===== src/rtl/cqss_pkg.sv =====
// shared types, codes and reset values for the channel quality score select unit
// no dependencies; used by every module under rtl
package cqss_pkg;

  localparam int CH_W        = 7;
  localparam int SCORE_W     = 10;
  localparam int EPOCH_W     = 8;
  localparam int CMD_W       = 3;
  localparam int CFG_IDX_W   = 3;
  localparam int CFG_DATA_W  = 10;
  localparam int OP_W        = 2;

  localparam int CHANNEL_COUNT_DEF = 128;

  // command codes; the two top codes both mean soft init
  localparam logic [CMD_W-1:0] CMD_SUCCESS     = 3'd0;
  localparam logic [CMD_W-1:0] CMD_FAILURE     = 3'd1;
  localparam logic [CMD_W-1:0] CMD_SET_CHANNEL = 3'd2;
  localparam logic [CMD_W-1:0] CMD_SET_EPOCH   = 3'd3;
  localparam logic [CMD_W-1:0] CMD_NEXT_EPOCH  = 3'd4;
  localparam logic [CMD_W-1:0] CMD_SELECT      = 3'd5;

  // configuration register indexes
  localparam logic [CFG_IDX_W-1:0] REG_MIN_CHANNEL     = 3'd0;
  localparam logic [CFG_IDX_W-1:0] REG_MAX_CHANNEL     = 3'd1;
  localparam logic [CFG_IDX_W-1:0] REG_DEFAULT_CHANNEL = 3'd2;
  localparam logic [CFG_IDX_W-1:0] REG_SCORE_START     = 3'd3;
  localparam logic [CFG_IDX_W-1:0] REG_SCORE_CEILING   = 3'd4;
  localparam logic [CFG_IDX_W-1:0] REG_SUCCESS_STEP    = 3'd5;
  localparam logic [CFG_IDX_W-1:0] REG_FAILURE_STEP    = 3'd6;

  // register reset values
  localparam logic [CH_W-1:0]    MIN_CHANNEL_RST     = 7'd0;
  localparam logic [CH_W-1:0]    MAX_CHANNEL_RST     = 7'd127;
  localparam logic [CH_W-1:0]    DEFAULT_CHANNEL_RST = 7'd0;
  localparam logic [SCORE_W-1:0] SCORE_START_RST     = 10'd100;
  localparam logic [SCORE_W-1:0] SCORE_CEILING_RST   = 10'd1000;
  localparam logic [SCORE_W-1:0] SUCCESS_STEP_RST    = 10'd1;
  localparam logic [SCORE_W-1:0] FAILURE_STEP_RST    = 10'd10;

  // what the head cell does to each score passing through
  localparam logic [OP_W-1:0] OP_SUCCESS = 2'd0;
  localparam logic [OP_W-1:0] OP_FAILURE = 2'd1;
  localparam logic [OP_W-1:0] OP_SELECT  = 2'd2;
  localparam logic [OP_W-1:0] OP_INIT    = 2'd3;

  typedef struct packed {
    logic [CMD_W-1:0]   cmd;
    logic [CH_W-1:0]    channel;
    logic [EPOCH_W-1:0] epoch_value;
  } cmd_t;

  typedef struct packed {
    logic [CH_W-1:0]    cur_channel;
    logic [EPOCH_W-1:0] epoch;
    logic [CH_W-1:0]    best_channel;
    logic               accepted;
  } result_t;

  typedef struct packed {
    logic [CH_W-1:0]    min_channel;
    logic [CH_W-1:0]    max_channel;
    logic [CH_W-1:0]    default_channel;
    logic [SCORE_W-1:0] score_start;
    logic [SCORE_W-1:0] score_ceiling;
    logic [SCORE_W-1:0] success_step;
    logic [SCORE_W-1:0] failure_step;
  } cfg_t;

  // control from the sequencer to the head cell
  typedef struct packed {
    logic            shift;
    logic            first;
    logic [OP_W-1:0] op;
    logic [CH_W-1:0] channel;
    logic [CH_W-1:0] active;
    logic [CH_W-1:0] pos;
  } scan_ctrl_t;

endpackage


===== src/rtl/channel_quality_score_select_unit.sv =====
// top level of the channel quality score select unit: sequencer, registers, score ring
// depends on cqss_pkg, cqss_cell and cqss_head
//
// flow: success, failure, select and soft init go from idle through the scan state for one full
//   turn of the score ring through the head cell, then the done state and the registered result
//   strobe; set channel, set epoch, next epoch and an ignored success or failure skip the scan
// a new command is taken only while the unit is idle (busy low), never while one is in flight
// reset: scores 100, current channel 0, epoch 0, registers to defaults, no clearing pass
// results are a one-cycle strobe; the receiver cannot stall
module channel_quality_score_select_unit #(
  parameter int CHANNEL_COUNT = cqss_pkg::CHANNEL_COUNT_DEF
) (
  input  logic                            clk_i,
  input  logic                            rst_ni,
  // command channel
  input  logic                            start,
  output logic                            busy,
  input  cqss_pkg::cmd_t                  cmd_i,
  output logic                            result_valid_o,
  output cqss_pkg::result_t               result_o,
  // configuration write channel
  input  logic                            cfg_valid_i,
  output logic                            cfg_ready_o,
  input  logic [cqss_pkg::CFG_IDX_W-1:0]  cfg_index_i,
  input  logic [cqss_pkg::CFG_DATA_W-1:0] cfg_data_i
);

  localparam int IDX_W = (CHANNEL_COUNT > 1) ? $clog2(CHANNEL_COUNT) : 1;
  localparam logic [IDX_W-1:0] LAST_POS = IDX_W'(CHANNEL_COUNT - 1);

  // sequencer states
  localparam logic [1:0] S_IDLE = 2'd0;
  localparam logic [1:0] S_SCAN = 2'd1;
  localparam logic [1:0] S_DONE = 2'd2;

  logic [1:0]                      state_q, state_d;
  logic [IDX_W-1:0]                pos_q, pos_d;
  logic [cqss_pkg::OP_W-1:0]       op_q, op_d;
  logic [cqss_pkg::CH_W-1:0]       ch_q, ch_d;
  logic                            acc_q, acc_d;
  logic                            sel_q, sel_d;
  logic [cqss_pkg::CH_W-1:0]       active_q, active_d;
  logic [cqss_pkg::EPOCH_W-1:0]    epoch_q, epoch_d;
  logic                            result_valid_q, result_valid_d;
  cqss_pkg::result_t               result_q, result_d;
  cqss_pkg::cfg_t                  cfg_q;

  logic                            accept;
  logic                            chan_ok;
  cqss_pkg::scan_ctrl_t            ctrl;
  logic [cqss_pkg::SCORE_W-1:0]    ring_score [CHANNEL_COUNT];
  logic [cqss_pkg::SCORE_W-1:0]    head_score;
  logic [cqss_pkg::CH_W-1:0]       head_best;

  assign busy        = (state_q != S_IDLE);
  assign accept      = start && !busy;
  assign cfg_ready_o = 1'b1;

  // channel check against the configured window and the table size
  assign chan_ok = (cmd_i.channel >= cfg_q.min_channel) &&
                   (cmd_i.channel <= cfg_q.max_channel) &&
                   ({1'b0, cmd_i.channel} < 8'(CHANNEL_COUNT));

  // configuration registers
  always_ff @(posedge clk_i or negedge rst_ni) begin
    if (!rst_ni) begin
      cfg_q.min_channel     <= cqss_pkg::MIN_CHANNEL_RST;
      cfg_q.max_channel     <= cqss_pkg::MAX_CHANNEL_RST;
      cfg_q.default_channel <= cqss_pkg::DEFAULT_CHANNEL_RST;
      cfg_q.score_start     <= cqss_pkg::SCORE_START_RST;
      cfg_q.score_ceiling   <= cqss_pkg::SCORE_CEILING_RST;
      cfg_q.success_step    <= cqss_pkg::SUCCESS_STEP_RST;
      cfg_q.failure_step    <= cqss_pkg::FAILURE_STEP_RST;
    end else if (cfg_valid_i) begin
      case (cfg_index_i)
        cqss_pkg::REG_MIN_CHANNEL:     cfg_q.min_channel     <= cfg_data_i[cqss_pkg::CH_W-1:0];
        cqss_pkg::REG_MAX_CHANNEL:     cfg_q.max_channel     <= cfg_data_i[cqss_pkg::CH_W-1:0];
        cqss_pkg::REG_DEFAULT_CHANNEL: begin
          cfg_q.default_channel <= cfg_data_i[cqss_pkg::CH_W-1:0];
        end
        cqss_pkg::REG_SCORE_START:     cfg_q.score_start     <= cfg_data_i;
        cqss_pkg::REG_SCORE_CEILING:   cfg_q.score_ceiling   <= cfg_data_i;
        cqss_pkg::REG_SUCCESS_STEP:    cfg_q.success_step    <= cfg_data_i;
        cqss_pkg::REG_FAILURE_STEP:    cfg_q.failure_step    <= cfg_data_i;
        default: ;
      endcase
    end
  end

  // command sequencer
  always_comb begin
    state_d        = state_q;
    pos_d          = pos_q;
    op_d           = op_q;
    ch_d           = ch_q;
    acc_d          = acc_q;
    sel_d          = sel_q;
    active_d       = active_q;
    epoch_d        = epoch_q;
    result_valid_d = 1'b0;
    result_d       = result_q;
    case (state_q)
      S_IDLE: begin
        if (accept) begin
          ch_d    = cmd_i.channel;
          acc_d   = 1'b1;
          sel_d   = 1'b0;
          state_d = S_DONE;
          case (cmd_i.cmd)
            cqss_pkg::CMD_SUCCESS, cqss_pkg::CMD_FAILURE: begin
              // invalid channel: ignored, no turn of the ring
              acc_d = chan_ok;
              op_d  = (cmd_i.cmd == cqss_pkg::CMD_SUCCESS) ? cqss_pkg::OP_SUCCESS
                                                           : cqss_pkg::OP_FAILURE;
              if (chan_ok) begin
                state_d = S_SCAN;
              end
            end
            cqss_pkg::CMD_SET_CHANNEL: begin
              acc_d = chan_ok;
              if (chan_ok) begin
                active_d = cmd_i.channel;
              end
            end
            cqss_pkg::CMD_SET_EPOCH: begin
              epoch_d = cmd_i.epoch_value;
            end
            cqss_pkg::CMD_NEXT_EPOCH: begin
              epoch_d = epoch_q + 8'd1;
            end
            cqss_pkg::CMD_SELECT: begin
              op_d    = cqss_pkg::OP_SELECT;
              sel_d   = 1'b1;
              state_d = S_SCAN;
            end
            default: begin
              // soft init: every score rewritten on its way past the head
              active_d = cfg_q.default_channel;
              epoch_d  = '0;
              op_d     = cqss_pkg::OP_INIT;
              state_d  = S_SCAN;
            end
          endcase
        end
      end
      S_SCAN: begin
        if (pos_q == LAST_POS) begin
          pos_d   = '0;
          state_d = S_DONE;
        end else begin
          pos_d = pos_q + 1'b1;
        end
      end
      S_DONE: begin
        result_valid_d           = 1'b1;
        result_d.cur_channel     = active_q;
        result_d.epoch           = epoch_q;
        result_d.best_channel    = sel_q ? head_best : '0;
        result_d.accepted        = acc_q;
        state_d                  = S_IDLE;
      end
      default: begin
        state_d = S_IDLE;
      end
    endcase
  end

  always_ff @(posedge clk_i or negedge rst_ni) begin
    if (!rst_ni) begin
      state_q        <= S_IDLE;
      pos_q          <= '0;
      active_q       <= cqss_pkg::DEFAULT_CHANNEL_RST;
      epoch_q        <= '0;
      result_valid_q <= 1'b0;
      op_q           <= cqss_pkg::OP_SELECT;
    end else begin
      state_q        <= state_d;
      pos_q          <= pos_d;
      active_q       <= active_d;
      epoch_q        <= epoch_d;
      result_valid_q <= result_valid_d;
      op_q           <= op_d;
    end
  end

  // beat payload and per-command scratch
  always_ff @(posedge clk_i) begin
    ch_q     <= ch_d;
    acc_q    <= acc_d;
    sel_q    <= sel_d;
    result_q <= result_d;
  end

  assign result_valid_o = result_valid_q;
  assign result_o       = result_q;

  // score ring: cell 0 feeds the head, the head feeds the last cell,
  // so cell 0 always holds channel pos_q during a turn
  assign ctrl.shift   = (state_q == S_SCAN);
  assign ctrl.first   = (pos_q == '0);
  assign ctrl.op      = op_q;
  assign ctrl.channel = ch_q;
  assign ctrl.active  = active_q;
  assign ctrl.pos     = cqss_pkg::CH_W'(pos_q);

  cqss_head u_head (
    .clk_i   (clk_i),
    .rst_ni  (rst_ni),
    .ctrl_i  (ctrl),
    .cfg_i   (cfg_q),
    .score_i (ring_score[0]),
    .score_o (head_score),
    .best_o  (head_best)
  );

  for (genvar k = 0; k < CHANNEL_COUNT; k++) begin : g_cell
    logic [cqss_pkg::SCORE_W-1:0] cell_in;
    if (k == CHANNEL_COUNT - 1) begin : g_tail
      assign cell_in = head_score;
    end else begin : g_mid
      assign cell_in = ring_score[k+1];
    end
    cqss_cell u_cell (
      .clk_i   (clk_i),
      .rst_ni  (rst_ni),
      .shift_i (ctrl.shift),
      .score_i (cell_in),
      .score_o (ring_score[k])
    );
  end

  // ring position rests at zero between turns so the ring stays aligned
  a_pos_idle: assert property (@(posedge clk_i) disable iff (!rst_ni)
    state_q == S_IDLE |-> pos_q == '0)
    else $error("ring position not aligned while idle");

  // a result beat only follows the done state
  a_result_src: assert property (@(posedge clk_i) disable iff (!rst_ni)
    result_valid_o |-> $past(state_q) == S_DONE)
    else $error("result beat without a finished command");

  // an accepted command always makes the unit busy
  a_busy_after: assert property (@(posedge clk_i) disable iff (!rst_ni)
    accept |=> busy)
    else $error("command accepted but unit not busy");

  // an ignored command never reports a best channel
  a_rejected_best: assert property (@(posedge clk_i) disable iff (!rst_ni)
    result_valid_o && !result_o.accepted |-> result_o.best_channel == '0)
    else $error("ignored command reports a best channel");

endmodule


===== src/rtl/cqss_cell.sv =====
// one score cell of the rotating score ring
// depends on cqss_pkg
module cqss_cell (
  input  logic                        clk_i,
  input  logic                        rst_ni,
  input  logic                        shift_i,
  input  logic [cqss_pkg::SCORE_W-1:0] score_i,
  output logic [cqss_pkg::SCORE_W-1:0] score_o
);

  logic [cqss_pkg::SCORE_W-1:0] score_q;

  always_ff @(posedge clk_i or negedge rst_ni) begin
    if (!rst_ni) begin
      score_q <= cqss_pkg::SCORE_START_RST;
    end else if (shift_i) begin
      score_q <= score_i;
    end
  end

  assign score_o = score_q;

endmodule


===== src/rtl/cqss_head.sv =====
// head cell: updates the score leaving the ring and tracks the best scorer
// depends on cqss_pkg
module cqss_head (
  input  logic                         clk_i,
  input  logic                         rst_ni,
  input  cqss_pkg::scan_ctrl_t         ctrl_i,
  input  cqss_pkg::cfg_t               cfg_i,
  input  logic [cqss_pkg::SCORE_W-1:0] score_i,
  output logic [cqss_pkg::SCORE_W-1:0] score_o,
  output logic [cqss_pkg::CH_W-1:0]    best_o
);

  logic [cqss_pkg::SCORE_W:0]   sum;
  logic [cqss_pkg::SCORE_W-1:0] diff;
  logic [cqss_pkg::SCORE_W-1:0] inc_score;
  logic [cqss_pkg::SCORE_W-1:0] dec_score;
  logic                         hit;

  logic [cqss_pkg::SCORE_W-1:0] max_q, max_d;
  logic [cqss_pkg::CH_W-1:0]    max_idx_q, max_idx_d;
  logic [cqss_pkg::SCORE_W-1:0] act_score_q, act_score_d;
  logic                         act_seen_q, act_seen_d;

  assign hit  = (ctrl_i.pos == ctrl_i.channel);
  assign sum  = {1'b0, score_i} + {1'b0, cfg_i.success_step};
  assign diff = score_i - cfg_i.failure_step;

  // clamp to zero and the ceiling
  always_comb begin
    if (sum > {1'b0, cfg_i.score_ceiling}) begin
      inc_score = cfg_i.score_ceiling;
    end else begin
      inc_score = sum[cqss_pkg::SCORE_W-1:0];
    end
    if (score_i < cfg_i.failure_step) begin
      dec_score = '0;
    end else if (diff > cfg_i.score_ceiling) begin
      dec_score = cfg_i.score_ceiling;
    end else begin
      dec_score = diff;
    end
  end

  always_comb begin
    case (ctrl_i.op)
      cqss_pkg::OP_SUCCESS: score_o = hit ? inc_score : score_i;
      cqss_pkg::OP_FAILURE: score_o = hit ? dec_score : score_i;
      cqss_pkg::OP_INIT:    score_o = cfg_i.score_start;
      default:              score_o = score_i;
    endcase
  end

  // running maximum, lowest index first, plus the current channel's score
  always_comb begin
    max_d       = max_q;
    max_idx_d   = max_idx_q;
    act_score_d = act_score_q;
    act_seen_d  = act_seen_q;
    if (ctrl_i.shift && ctrl_i.op == cqss_pkg::OP_SELECT) begin
      if (ctrl_i.first || score_i > max_q) begin
        max_d     = score_i;
        max_idx_d = ctrl_i.pos;
      end
      if (ctrl_i.pos == ctrl_i.active) begin
        act_score_d = score_i;
        act_seen_d  = 1'b1;
      end else if (ctrl_i.first) begin
        act_seen_d  = 1'b0;
      end
    end
  end

  always_ff @(posedge clk_i or negedge rst_ni) begin
    if (!rst_ni) begin
      act_seen_q <= 1'b0;
    end else begin
      act_seen_q <= act_seen_d;
    end
  end

  always_ff @(posedge clk_i) begin
    max_q       <= max_d;
    max_idx_q   <= max_idx_d;
    act_score_q <= act_score_d;
  end

  // current channel wins a tie with the maximum
  assign best_o = (act_seen_q && act_score_q == max_q) ? ctrl_i.active : max_idx_q;

endmodule


===== config.mk =====
export PLATFORM = sky130hd
export DESIGN_NAME = channel_quality_score_select_unit
export DESIGN_NICKNAME = d
export VERILOG_FILES = /design/src/rtl/cqss_pkg.sv /design/src/rtl/channel_quality_score_select_unit.sv /design/src/rtl/cqss_cell.sv /design/src/rtl/cqss_head.sv
export SDC_FILE = /design/constraint.sdc
export NUM_CORES = 2
export LEC_CHECK = 0
export BUFFER_PORTS_ARGS = -buffer_cell sky130_fd_sc_hd__buf_2
export CORE_UTILIZATION = 35
export DETAILED_ROUTE_END_ITERATION = 8
export HOLD_SLACK_MARGIN = 0.15
export SLEW_MARGIN = 10
export SYNTH_ARGS = -nofsm -noshare
export SYNTH_HDL_FRONTEND = slang
export SYNTH_SLANG_ARGS = --single-unit

===== constraint.sdc =====
create_clock -name clk_i -period 4.3 [get_ports clk_i]
set_input_delay 0.86 -clock clk_i [delete_from_list [all_inputs] [get_ports clk_i]]
set_output_delay 0.86 -clock clk_i [all_outputs]
set_load 0.03 [all_outputs]

[Word-level counts from Yosys, hierarchy flattened]
Index checks and enable logic that the tools add are counted.
Word-level totals
  register bits: 1428
  input bits: 35
  output and inout bits: 26
  word-level logic and storage cells: 243
Cells by class
  add/sub/neg operators: 4
  order comparisons: 6
  equal/unequal tests: 23
  muxes and demuxes: 22
  bitwise gates (word level): 3
  reduce and logical (&&, ||, !) cells: 33
Operators with widths (count)
  10-bit two-way mux: 5
  10-bit one-hot mux with 3 select lines: 1
  8-bit one-hot mux with 3 select lines: 1
  2-bit AND reduction: 12
  7-bit two-way mux: 3
  10-bit > comparator: 2
  3-bit equality test, second input constant: 5
  7-bit equality test: 2
  7-bit one-hot mux with 2 select lines: 1
  3-bit by 2-bit equality test with 1-bit output, second input constant: 4
  10-bit by 10-bit adder with 11-bit output: 1
  11-bit by 10-bit > comparator with 1-bit output: 1
  10-bit equality test: 1
  10-bit less-than comparator: 1
  10-bit subtractor: 1
  8-bit by 1-bit adder with 8-bit output, second input constant: 1
  2-bit one-hot mux with 2 select lines: 2
  7-bit by 1-bit adder with 7-bit output, second input constant: 1
  7-bit equality test, second input constant: 1
  7-bit >= comparator: 1
  7-bit <= comparator: 1
  7-bit logical NOT: 1
  2-bit equality test, second input constant: 3
  3-bit by 1-bit equality test with 1-bit output, second input constant: 2
  other kinds (18): 37

[Depth between registers and ports, before layout]
  depth after elaboration: 6
  mapped depth: 18
  gate-level depth less buffers: 17

[Hierarchy]
Synthesis repeated with hierarchy kept, for this count alone.
Unflattened totals
  cell total of the unflattened synthesis: 3473
  area total of the unflattened synthesis: 61891.9 um^2
Modules (own cells, without submodules)
  cqss_cell: instances 128, cells each 21, area an instance 415.4 um^2, sequential area each 254.0 um^2
  channel_quality_score_select_unit: instances 1, cells each 391, area an instance 5238.8 um^2, sequential area each 3188.1 um^2
  cqss_head: instances 1, cells each 394, area an instance 3482.1 um^2, sequential area each 835.8 um^2

[Worst setup path after synthesis]
Ideal clock, no wire load.
  path type: reg-to-reg
  start point: register g_cell[0].u_cell.score_q (netlist bit g_cell[0].u_cell.score_o[2])
  end point: register g_cell[127].u_cell.score_q (netlist bit g_cell[127].u_cell.score_o[3])
  library setup time: 125 ps
  arrival: 3761 ps
  data required time: 4175 ps
  setup slack: 414 ps
  cell stages (with the launch flop): 15
  path buffers: 0
  period minus slack after synthesis: 3886 ps
  cell sequence: dfstp_2 -> ha_1 -> nor2b_4 -> o31a_4 -> o21a_1 -> o41a_1 -> xor2_1 -> ha_1 -> a21oi_1 -> and2b_2 -> nor4_1 -> o221ai_4 -> mux2_4 -> a211oi_1 -> nor2_1
Between the ends
  longest elaborated chain between the ends: 6
  elaborated cells on any way between the ends: 11
  classes of those cells: 2 x add/sub; 3 x order compare; 6 x mux
RTL lines
  from (decl): line cqss_cell.sv:11  | logic [cqss_pkg::SCORE_W-1:0] score_q;
  from (signal assigned): line cqss_cell.sv:15  | score_q <= cqss_pkg::SCORE_START_RST;
  from (signal assigned): line cqss_cell.sv:17  | score_q <= score_i;
  10-bit subtractor: line cqss_head.sv:26  | assign diff = score_i - cfg_i.failure_step;
  10-bit > comparator: line cqss_head.sv:37  | end else if (diff > cfg_i.score_ceiling) begin
  10-bit two-way mux: line cqss_head.sv:37
  10-bit two-way mux: line cqss_head.sv:35  | if (score_i < cfg_i.failure_step) begin
  10-bit two-way mux: line cqss_head.sv:47  | cqss_pkg::OP_FAILURE: score_o = hit ? dec_score : score_i;
  10-bit one-hot mux with 3 select lines (*): line cqss_head.sv:45  | case (ctrl_i.op)
  to (signal assigned): line cqss_cell.sv:15
  to (signal assigned): line cqss_cell.sv:17
  to (decl): line cqss_cell.sv:11
Every way passes the cells marked *; elsewhere a longest branch is shown, timed or not.
A chain may end at the register's enable or synchronous reset.

[Worst setup path after layout]
  start point: register cfg_q[10] (netlist bit)
  end point: register g_cell[127].u_cell.score_q (netlist bit g_cell[127].u_cell.score_o[6])
Between the ends
  longest elaborated chain between the ends: 5
RTL lines
  from (decl): line channel_quality_score_select_unit.sv:46  | cqss_pkg::cfg_t cfg_q;
  10-bit by 10-bit adder with 11-bit output (*): line cqss_head.sv:25  | assign sum = {1'b0, score_i} + {1'b0, cfg_i.success_step};
  11-bit by 10-bit > comparator with 1-bit output: line cqss_head.sv:30  | if (sum > {1'b0, cfg_i.score_ceiling}) begin
  10-bit two-way mux (*): line cqss_head.sv:30
  10-bit two-way mux (*): line cqss_head.sv:46  | cqss_pkg::OP_SUCCESS: score_o = hit ? inc_score : score_i;
  10-bit one-hot mux with 3 select lines (*): line cqss_head.sv:45
Marked as above.

==> impl_metrics.yaml <==
synthesis:
  ys.flop_type: "dfrtp_1"
  synth-warning-count: 0
  yosys.cell_types.count: 62
  syn_nets: 6271
  syn_area_per_cell_um2: 9.16
  synth_commonest_cells: "nand2_1, dfrtp_1, dfstp_2"
  netlist_area_mm2: 0.0565
  yosysTopAreaCell: "dfrtp_1"
  yosysMostFrequentCell: "nand2_1"
  synth-edff-count: 59
  synthArstFlopShare: 0.959
  synth_seq_area_share: 0.647
  ys_ff_latch: 1428
  synthCells: 6167
  synth_area_leaders: "dfrtp_1, nand2_1, dfstp_2"
  synth_top_cell_area_share: 0.427
detailed_routing:
  avgViaCountPerCell: 4.47
  drt_first_pass_iters: 5
  drt-total-wl_um: 105000
  post_drt_wl_per_cell_um: 12.4
  met2_length_um: 47000
  wl_met1_um: 52600
  via_count: 37800
  drt_iter0_drc: 2522
  routed.top_layer: "met4"
  antenna_left: 0
  wl_met3_um: 3200
  drc: 0
cells_and_area:
  layout-drive-gt1-share: 0.140
  num-fill-cells: 15800
  final_util: 0.403
  fin_area_mm2: 0.0646
  fin_nets: 6283
  syn2layout_area_growth_pct: 14.3
global_route:
  antenna_found_initial: 1
  grt-ovfl-total: 0
  grt_max_degree: 203
  grt_pass1_wl_um: 184000
  grt_pass1_vias: 38000
  grt_usage: 0.132
place:
  portBuffers: 59
  dpl-instance-area_mm2: 0.0595
  place_congestion: 0.804
  dpl.hpwl_um: 59500
  post-place-ws_ns: 0.118
floorplan:
  die_x_um: 404
  pin_count: 61
  die_h_um: 404
  start_util: 0.352
  dieArea_mm2: 0.163
  rows: 147
  core_area_mm2: 0.160
critical_path:
  worst-setup-path-type: "flop to flop"
  r2r_slack_ns: 0.28
  reg2regPathDepth: 18
  end_kind: "flop"
  r2r_start: "cfg_q[10]"
  crit_start: "cfg_q[10]"
  worstPathMaxFanout: 6
  arrival_ns: 4.70
  start_kind: "flop"
  cp-endpoint: "g_cell[127].u_cell.score_o[6]"
  rr_endpoint: "g_cell[127].u_cell.score_o[6]"
  worstPathRequired_ns: 4.98
timing:
  fmax_ghz: 0.249
  setup_viol: 0
  rsz0062_at_grt: "no"
  fin_ws_ns: 0.285
  tightest_slew_ns: 1.08
  period_minus_slack_ns: 4.02
  fin_tns_setup_ns: 0
  finClkSkew_ns: 0.0196
  maxSlewViolCount: 0
  post-route-period-util: 0.934
  final_hold_viol_count: 0
  slew_headroom: 0.281
cts:
  root_buffer: "clkbuf_16"
  cts_htree_levels: 4
  clk_latency_ns: 0.78
  path_clk_slew_ns: 0.06
  cts_tree: "done"
  numCtsBuffers: 153
  cts.sinks: 1428
  clk_path_buf_depth: 3
run:
  max-cap-violations: 0
hold_path:
  min_path_type: "input pin to flop"
  hold_start: "cmd_i[8]"
pwr:
  power_density_mw_per_mm2: 558
  power.static_leakage_nw: 33.9
  irDropWorstVdd_mv: 0.490
status:
  status: "finished, final reports clean"
## registers in the layout (all words and copies together) (netlist names), 8 cells and up
signal,flops
g_cell.u_cell.score_o,1280
u_head.act_score_q,10
u_head.max_q,10
result_o,23
epoch_q,8
cfg_q,61
## layer usage
| layer | vias to the layer above | GRT usage |
|---|---|---|
| met5 | - | 0 |
| met4 | 0 | 0.0411 |
| met3 | 161 | 0.0241 |
| met2 | 379 | 0.213 |
| met1 | 18300 | 0.181 |
| li1 | 19000 | - |
## area by class of cell
class | count | area, um^2 | share of cell area
antenna | 2 | 5.00 | 0.0000775
tap | 2160 | 2700 | 0.0419
timing repair buffer | 164 | 1480 | 0.0229
inverter | 61 | 229 | 0.00355
clock inverter | 45 | 479 | 0.00742
sequential | 1428 | 36500 | 0.566
clock buffer | 234 | 4510 | 0.0699
multi-input combinational | 4371 | 18600 | 0.288
## stage by stage
step	cells	hold WS (ns)	power (mW)
2_1_floorplan	6167	0.400	21.0
3_3_place_gp	8182	0.408	23.4
3_5_place_dp	8182	0.410	23.5
4_1_cts	8462	0.244	36.7
5_1_grt	8464	0.262	38.1
6_report	8465	0.317	36.0
## critical path: stages (launching register included)
cell,delay [ns]
dfstp_2,0.53
ha_1,0.17
inv_1,0.06
fa_1,0.43
nor2b_4,0.15
o31a_4,0.13
o21a_1,0.13
o41a_1,0.14
xor2_1,0.24
ha_1,0.29
a21oi_1,0.12
and2b_2,0.22
nor4_1,0.22
buf_4,0.16
o221ai_4,0.18
buf_4,0.21
mux2_2,0.26
a2bb2oi_1,0.17
o21ai_0,0.10
## power breakdown
part           internal, mW  switching, mW  total [mW]
logic                  1.72           5.66        7.38
clock network          7.52           5.39        12.9
registers              15.0          0.761        15.7
total                  24.2           11.8        36.0
## cells in the final DEF, fill, tap and decap left out, drive strengths merged, types with 5 or more instances in the layout
cell	netlist	layout
a211oi	5	5
nand4	10	10
nor2	42	42
and3	9	9
nand2b	6	6
o21a	11	11
xnor2	28	28
mux2	65	65
ha	67	67
xor2	13	13
mux2i	28	28
clkinv	1	29
o211ai	5	5
dfrtp	965	965
a21oi	32	32
a21o	6	6
inv	60	70
clkbuf	297	234
nand2	3867	3867
nor4	5	5
nor2b	17	17
a31oi	7	7
dfstp	404	404
buf	10	163
nor3	15	15
o21ai	70	70
edfxtp	59	59
nand3	13	13
## cells by family (layout without fill, tap and decap cells)
kind of cell | count (synthesis) | count (layout) | synth area share
fa+ha+maj | 69 | 69 | 0.0155
mux | 93 | 93 | 0.0180
simple gates | 3998 | 3998 | 0.270
flops | 1428 | 1428 | 0.647
buf+inv | 368 | 504 | 0.0246
compound gates | 169 | 169 | 0.0190
xor+xnor | 41 | 41 | 0.00636
other cells | 1 | 3 | 0.0000664
## worst min path at each step
stage	end	depth (start not counted)
after floorplan	result_o[0]	0
after global placement	result_o[0]	0
after detailed placement	result_o[0]	0
after CTS	ch_q[0]	1
after global routing	ch_q[0]	1
final	ch_q[0]	1
## timing repair
item	4_1_cts	5_1_grt
hold endpoints to repair	65	0
hold buffers	1	0
buffers inserted	0	1
resized for setup	0	5
setup endpoints to repair	0	7
(Power assumes the default switching activity.)
